$ cat src/rtl/lfo_swept_bandpass_filter_core_macros.svh
// Assertion macros for the swept bandpass filter core.
// No dependencies; included by modules that carry checks.
`ifndef LFO_SWEPT_BANDPASS_FILTER_CORE_MACROS_SVH
`define LFO_SWEPT_BANDPASS_FILTER_CORE_MACROS_SVH
`ifndef SYNTHESIS
`define LSBP_ASSERT_IMP(label, clk, rst_n, ante, cons) \
	label: assert property (@(posedge clk) disable iff (!rst_n) (ante) |-> (cons)) \
	else $error("assertion failed");
`define LSBP_ASSERT_NXT(label, clk, rst_n, ante, cons) \
	label: assert property (@(posedge clk) disable iff (!rst_n) (ante) |=> (cons)) \
	else $error("assertion failed");
`else
`define LSBP_ASSERT_IMP(label, clk, rst_n, ante, cons)
`define LSBP_ASSERT_NXT(label, clk, rst_n, ante, cons)
`endif
`endif

$ cat src/rtl/lsbp_pkg.sv
// Shared types, constants and functions for the swept bandpass filter.
// No dependencies.
package lsbp_pkg;
	localparam int ChannelCount = 2;
	localparam int PhaseBits = 24;
	localparam int SineTableDepth = 1024;
	localparam int SineAddrBits = $clog2(SineTableDepth);

	localparam logic [2:0] REG_LFO_STEP = 3'd0;
	localparam logic [2:0] REG_CENTER = 3'd1;
	localparam logic [2:0] REG_DEPTH = 3'd2;
	localparam logic [2:0] REG_GAIN_A0 = 3'd3;
	localparam logic [2:0] REG_POLE_SCALE = 3'd4;
	localparam logic [2:0] REG_FEEDBACK_B2 = 3'd5;

	localparam logic [31:0] SC1 = 32'd1686629713;
	localparam logic [31:0] SC3 = 32'd693598668;
	localparam logic [31:0] SC5 = 32'd85569305;
	localparam logic [31:0] SC7 = 32'd5026995;
	localparam logic [31:0] SC9 = 32'd172274;

	typedef enum logic [3:0] {
		ST_IDLE, ST_SIN, ST_SWEEP, ST_COS, ST_B1, ST_LANE, ST_OUT
	} seq_state_t;

	// sine unit polynomial steps
	typedef enum logic [2:0] {
		SN_IDLE, SN_SQ, SN_POLY, SN_FIN, SN_DONE
	} sin_state_t;

	typedef struct packed {
		logic start;
		logic load;
	} lane_ctl_t;

	function automatic logic signed [63:0] sat32(input logic signed [63:0] v);
		if (v > 64'sd2147483647) return 64'sd2147483647;
		if (v < -64'sd2147483648) return -64'sd2147483648;
		return v;
	endfunction
endpackage

$ cat src/rtl/lsbp_sine.sv
// Multi-cycle sine unit: 16-bit circle angle in, signed Q30 sine out.
// Depends on lsbp_pkg; one 32x32 product per cycle, Horner polynomial.
module lsbp_sine
	import lsbp_pkg::*;
(
	input  logic               clk,
	input  logic               arst_n,
	input  logic               start,
	input  logic [15:0]        angle,
	output logic               done,
	output logic signed [31:0] sine
);
	sin_state_t st_q, st_d;
	logic [31:0] z_q, z2_q, p_q;
	logic [2:0]  k_q;
	logic        neg_q;
	logic [63:0] prod;
	logic [31:0] a, b, coef, pnext;
	logic [13:0] r;

	always_comb begin
		r = angle[14] ? 14'(15'd16384 - {1'b0, angle[13:0]}) : angle[13:0];
		if (angle[14] && angle[13:0] == 14'd0) r = 14'd0;
		unique case (st_q)
			SN_SQ: begin a = z_q; b = z_q; end
			SN_FIN: begin a = p_q; b = z_q; end
			default: begin a = p_q; b = z2_q; end
		endcase
		prod = 64'(a) * 64'(b);
		unique case (k_q)
			3'd0: coef = SC7;
			3'd1: coef = SC5;
			3'd2: coef = SC3;
			default: coef = SC1;
		endcase
		pnext = coef - prod[61:30];
	end

	always_comb begin
		st_d = st_q;
		unique case (st_q)
			SN_IDLE: if (start) st_d = SN_SQ;
			SN_SQ: st_d = SN_POLY;
			SN_POLY: if (k_q == 3'd3) st_d = SN_FIN;
			SN_FIN: st_d = SN_DONE;
			SN_DONE: st_d = SN_IDLE;
			default: st_d = SN_IDLE;
		endcase
	end

	always_ff @(posedge clk or negedge arst_n) begin
		if (!arst_n) begin
			st_q <= SN_IDLE;
		end else begin
			st_q <= st_d;
		end
	end

	always_ff @(posedge clk) begin
		unique case (st_q)
			SN_IDLE: begin
				// angle[14:0] of 16384 exactly: r wraps to 0, handled as full quarter
				if (angle[14] && angle[13:0] == 14'd0) z_q <= 32'd16384 << 16;
				else z_q <= {2'b0, r, 16'b0};
				neg_q <= angle[15];
				k_q <= 3'd0;
				p_q <= SC9;
			end
			SN_SQ: z2_q <= prod[61:30];
			SN_POLY: begin p_q <= pnext; k_q <= k_q + 3'd1; end
			SN_FIN: p_q <= (prod[63:30] > 34'd1073741824) ? 32'd1073741824 : prod[61:30];
			default: ;
		endcase
	end

	assign done = (st_q == SN_DONE);
	assign sine = neg_q ? -$signed(p_q) : $signed(p_q);
endmodule

$ cat config.mk
export PLATFORM = sky130hd
export DESIGN_NAME = lsbp_sine
export DESIGN_NICKNAME = d
export VERILOG_FILES = /design/src/rtl/lfo_swept_bandpass_filter_core_macros.svh /design/src/rtl/lsbp_pkg.sv /design/src/rtl/lsbp_sine.sv
export SDC_FILE = /design/constraint.sdc
export NUM_CORES = 2
export LEC_CHECK = 0
export ABC_AREA = 0
export BUFFER_PORTS_ARGS = -buffer_cell sky130_fd_sc_hd__buf_2
export CORE_MARGIN = 2
export CORE_UTILIZATION = 61
export DETAILED_ROUTE_END_ITERATION = 6
export GPL_TIMING_DRIVEN = 1
export PLACE_DENSITY_LB_ADDON = 0.08
export REMOVE_ABC_BUFFERS = 1
export SLEW_MARGIN = 10
export SYNTH_ARGS = -nofsm -noshare
export SYNTH_HDL_FRONTEND = slang
export SYNTH_SLANG_ARGS = --single-unit
$ cat constraint.sdc
create_clock -name clk -period 32.4 [get_ports clk]
set_input_delay 3.24 -clock clk [delete_from_list [all_inputs] [get_ports clk]]
set_output_delay 3.24 -clock clk [all_outputs]
set_load 0.1 [all_outputs]
==> reports/results.txt <==
The clock transition at the register clock pins on the worst setup and hold paths after CTS came out at 0.07 ns. The tools report the hold path startpoint as k_q[0]. The largest single stage delay on the critical path is 1.02 ns.

The number of standard cells after synthesis was 4302. The tools report the DRC violation count after routing as 0. The count of buffers from port buffering came out at 51.

The actual slew at the worst max-slew pin was 1.16 ns; the sum of buffers and inverters on the critical path was 7. Launching point of the worst reg2reg path: st_q[2]. Cell type with the highest occurrence count on the critical path: sky130_fd_sc_hd__fa_1. The count of endpoints failing hold in the final timing report is 0, and the detail-routed net length per standard cell is 24.3 um. The worst reg-to-reg path cell count was 38. Global routing used 39.4% of the available tracks across all layers.

The setup check on the worst reg-to-reg path leaves a slack of 19.04 ns. Setup repair after global routing left no endpoint under its margin. Detailed placement finished with a half-perimeter wire length of 99.4 mm. Total negative setup slack: 0 ns. The flow ran to the end, and the final reports show no timing, DRC or antenna violations. Of the synthesized area, sequential elements account for 6.66%.

Leaving out fill and tap cells, the most frequent cell in the layout is sky130_fd_sc_hd__inv_1. In this run the mean area of a mapped cell was 8.96 um^2. Hold repair after CTS inserted 0 buffers. The level count of the clock H-tree was 3; the maximum clock rate was 74.9 MHz. The netlist area before placement came out at 0.0386 mm^2.

The run gives 103 as the number of unique standard cell types used by synthesis. The number of global-route vias before repair is 32100. After clock tree synthesis, the setup repair step added 0 buffers.

The top cell types in the final layout, fill and taps aside, are sky130_fd_sc_hd__inv_1 (908), sky130_fd_sc_hd__fa_1 (896), sky130_fd_sc_hd__nand2_1 (606). The worst hold path belongs to the class reg2reg. The tools report the clock skew after layout as 0.0181 ns.

The worst hold path terminates at k_q[0]. The share of cells above drive strength 1 works out to 5.23%. The number of antenna violations at the first check in global routing was 2; the first-pass GRT wire length was 193 mm. Summing all placed instances gives a cell area of 0.0396 mm^2. Counting the buffers created by CTS gives 9.

The initial utilization of the core area, before any placement, comes to 61.5%. The capturing point of the worst reg2reg path is p_q[30]. The top flip-flop cell by instance count after synthesis was sky130_fd_sc_hd__edfxtp_1. After global routing the overflow that remains totals 0.

Share of flip-flops with an asynchronous set or reset after synthesis: 3.49%. For this block, the routed nets add up to 123 mm of wire. After floorplanning, the core was sized to cover 0.0627 mm^2.

The die covers 0.0653 mm^2. The maximum fanout along the worst path is 58. The congestion estimate from routability-driven global placement came to 1.02. In this run the remaining antenna-violating nets after routing total 0. STA classifies the critical path startpoint as a register.

The total number of placement rows was 92. After the first detailed-routing iteration, the DRC count stood at 2843. Kind of cell adding the most delay to the critical path: adder cells. The shortest period the worst path allows was 13.36 ns; the final period utilization was 41.2%. In this run, synthesis inferred 83 flip-flops with an integrated enable. The total of warnings raised by yosys was 0. The routed layout has 30300 vias. The final-layout fill cell count is 5438. The worst path required time was 32.50 ns. The nature of the critical path endpoint was a register. The post-route cell area is 0.0400 mm^2, and the count of cells resized by post-cts repair is 0. The number of primary I/O pins came out at 52. Relative to the synthesized area, the layout overhead comes to 3.61%. The detailed-routing iteration count for the pre-antenna-repair pass is 6.

The worst relative slew slack came out at 20.1%. The die extent in x is 255 um. The critical path start-end classification is reg2reg. Vertical extent of the die: 255 um.

The library cell contributing the largest single delay on the critical path was sky130_fd_sc_hd__mux2i_1. The flip-flop and latch count after synthesis is 86. For the worst setup path, the data arrival time is 13.46 ns. The number of max-cap violations was 0; the worst-skew pair later-pin latency was 0.35 ns. The cell count of the worst hold path works out to 1.

TritonCTS built the clock tree. Clock tree synthesis selected as its root buffer the cell sky130_fd_sc_hd__clkbuf_16. Entering global routing, the biggest net connects 102 pins.

Setup violations remaining at the end of the flow were counted as 0. The final net count was 5426; the number of sinks handled by clock tree synthesis was 86. The tools report the total count of max-transition violations in the final report as 0.

The longest clock path from root to sink contains 2 buffers. The number of vias per cell after detailed routing came out at 5.97.
logic make-up after synthesis:
kind of cell / Yosys count / synth area share [%]
xor gates and xnor gates: 97 / 2.26
buffers and inverters: 1134 / 11.2
DFF: 86 / 6.66
muxes: 49 / 1.33
and+or+nand+nor: 1432 / 16.9
adders and majority gates: 1187 / 55.9
AOI/OAI and AO/OA: 317 / 5.76
metal layers:
metal | wire [um] | global-route usage [%]
met1 | 47900 | 53.1
met2 | 54100 | 60.2
met3 | 14100 | 9.63
met4 | 7300 | 18.9
met5 | 12 | 0
Yosys cell counts, types with 22 or more instances:
master	n	area [um^2]
sky130_fd_sc_hd__inv_1	908	3410
sky130_fd_sc_hd__fa_1	896	17900
sky130_fd_sc_hd__nand2_1	606	2270
sky130_fd_sc_hd__nor2_1	393	1480
sky130_fd_sc_hd__ha_1	291	3640
sky130_fd_sc_hd__and3_1	212	1330
sky130_fd_sc_hd__clkbuf_1	197	739
sky130_fd_sc_hd__edfxtp_1	83	2490
sky130_fd_sc_hd__a21oi_1	72	360
sky130_fd_sc_hd__xnor2_1	72	631
sky130_fd_sc_hd__o21ai_0	68	340
sky130_fd_sc_hd__nand3_1	50	250
sky130_fd_sc_hd__and2_1	37	231
sky130_fd_sc_hd__mux2i_1	33	330
sky130_fd_sc_hd__a21o_1	27	203
sky130_fd_sc_hd__nand4_1	25	156
sky130_fd_sc_hd__nor3_1	24	120
sky130_fd_sc_hd__xor2_1	22	193
worst max path at each step:
stage | to | cells after the start | slack (ns) | startpoint
after floorplan | p_q[30] | 37 | 17.82 | st_q[2]
after global placement | p_q[30] | 38 | 19.41 | st_q[2]
after detailed placement | p_q[30] | 38 | 19.19 | st_q[2]
after CTS | p_q[30] | 40 | 19.13 | st_q[2]
after global routing | p_q[30] | 38 | 18.43 | st_q[2]
final | p_q[30] | 38 | 19.04 | st_q[2]
stage by stage:
stage	hold WS, ns	setup slack, ns	util, %	std cells
2_1_floorplan	0.534	17.82	-	4081
3_5_place_dp	0.620	19.19	63.2	5055
6_report	0.638	19.04	63.7	5074
5_1_grt	0.662	18.43	63.7	5071
4_1_cts	0.632	19.13	63.7	5071
3_3_place_gp	0.616	19.41	63.2	5055
worst reg2reg max path, delay by kind of cell (launching register included):
| family | cells | cell delay (ns) |
|---|---|---|
| DFF | 1 | 0.48 |
| adders and majority gates | 10 | 5.07 |
| buffers and inverters | 7 | 1.04 |
| xor gates and xnor gates | 1 | 0.34 |
| AOI/OAI and AO/OA | 8 | 2.09 |
| and+or+nand+nor | 10 | 2.90 |
| muxes | 2 | 1.21 |
registers in the layout, indices dropped and copies added, names as in the netlist:
signal / cells
k_q: 3
neg_q: 1
p_q: 32
st_q: 3
z2_q: 32
z_q: 15
area by class of cell:
type,count,area [um^2],share of cell area (%)
inverters,913,3430,8.58
clock inverters,6,78.8,0.197
flip-flops and latches,86,2570,6.42
clock buffers,10,229,0.573
multi-input cells,3082,31800,79.5
repair buffers,128,833,2.09
well taps,846,1060,2.65
diodes,3,7.51,0.0188
Power is left out: the tool's default activity adds up to more than one toggle a clock period on the data nets, which glitch-free logic cannot reach.
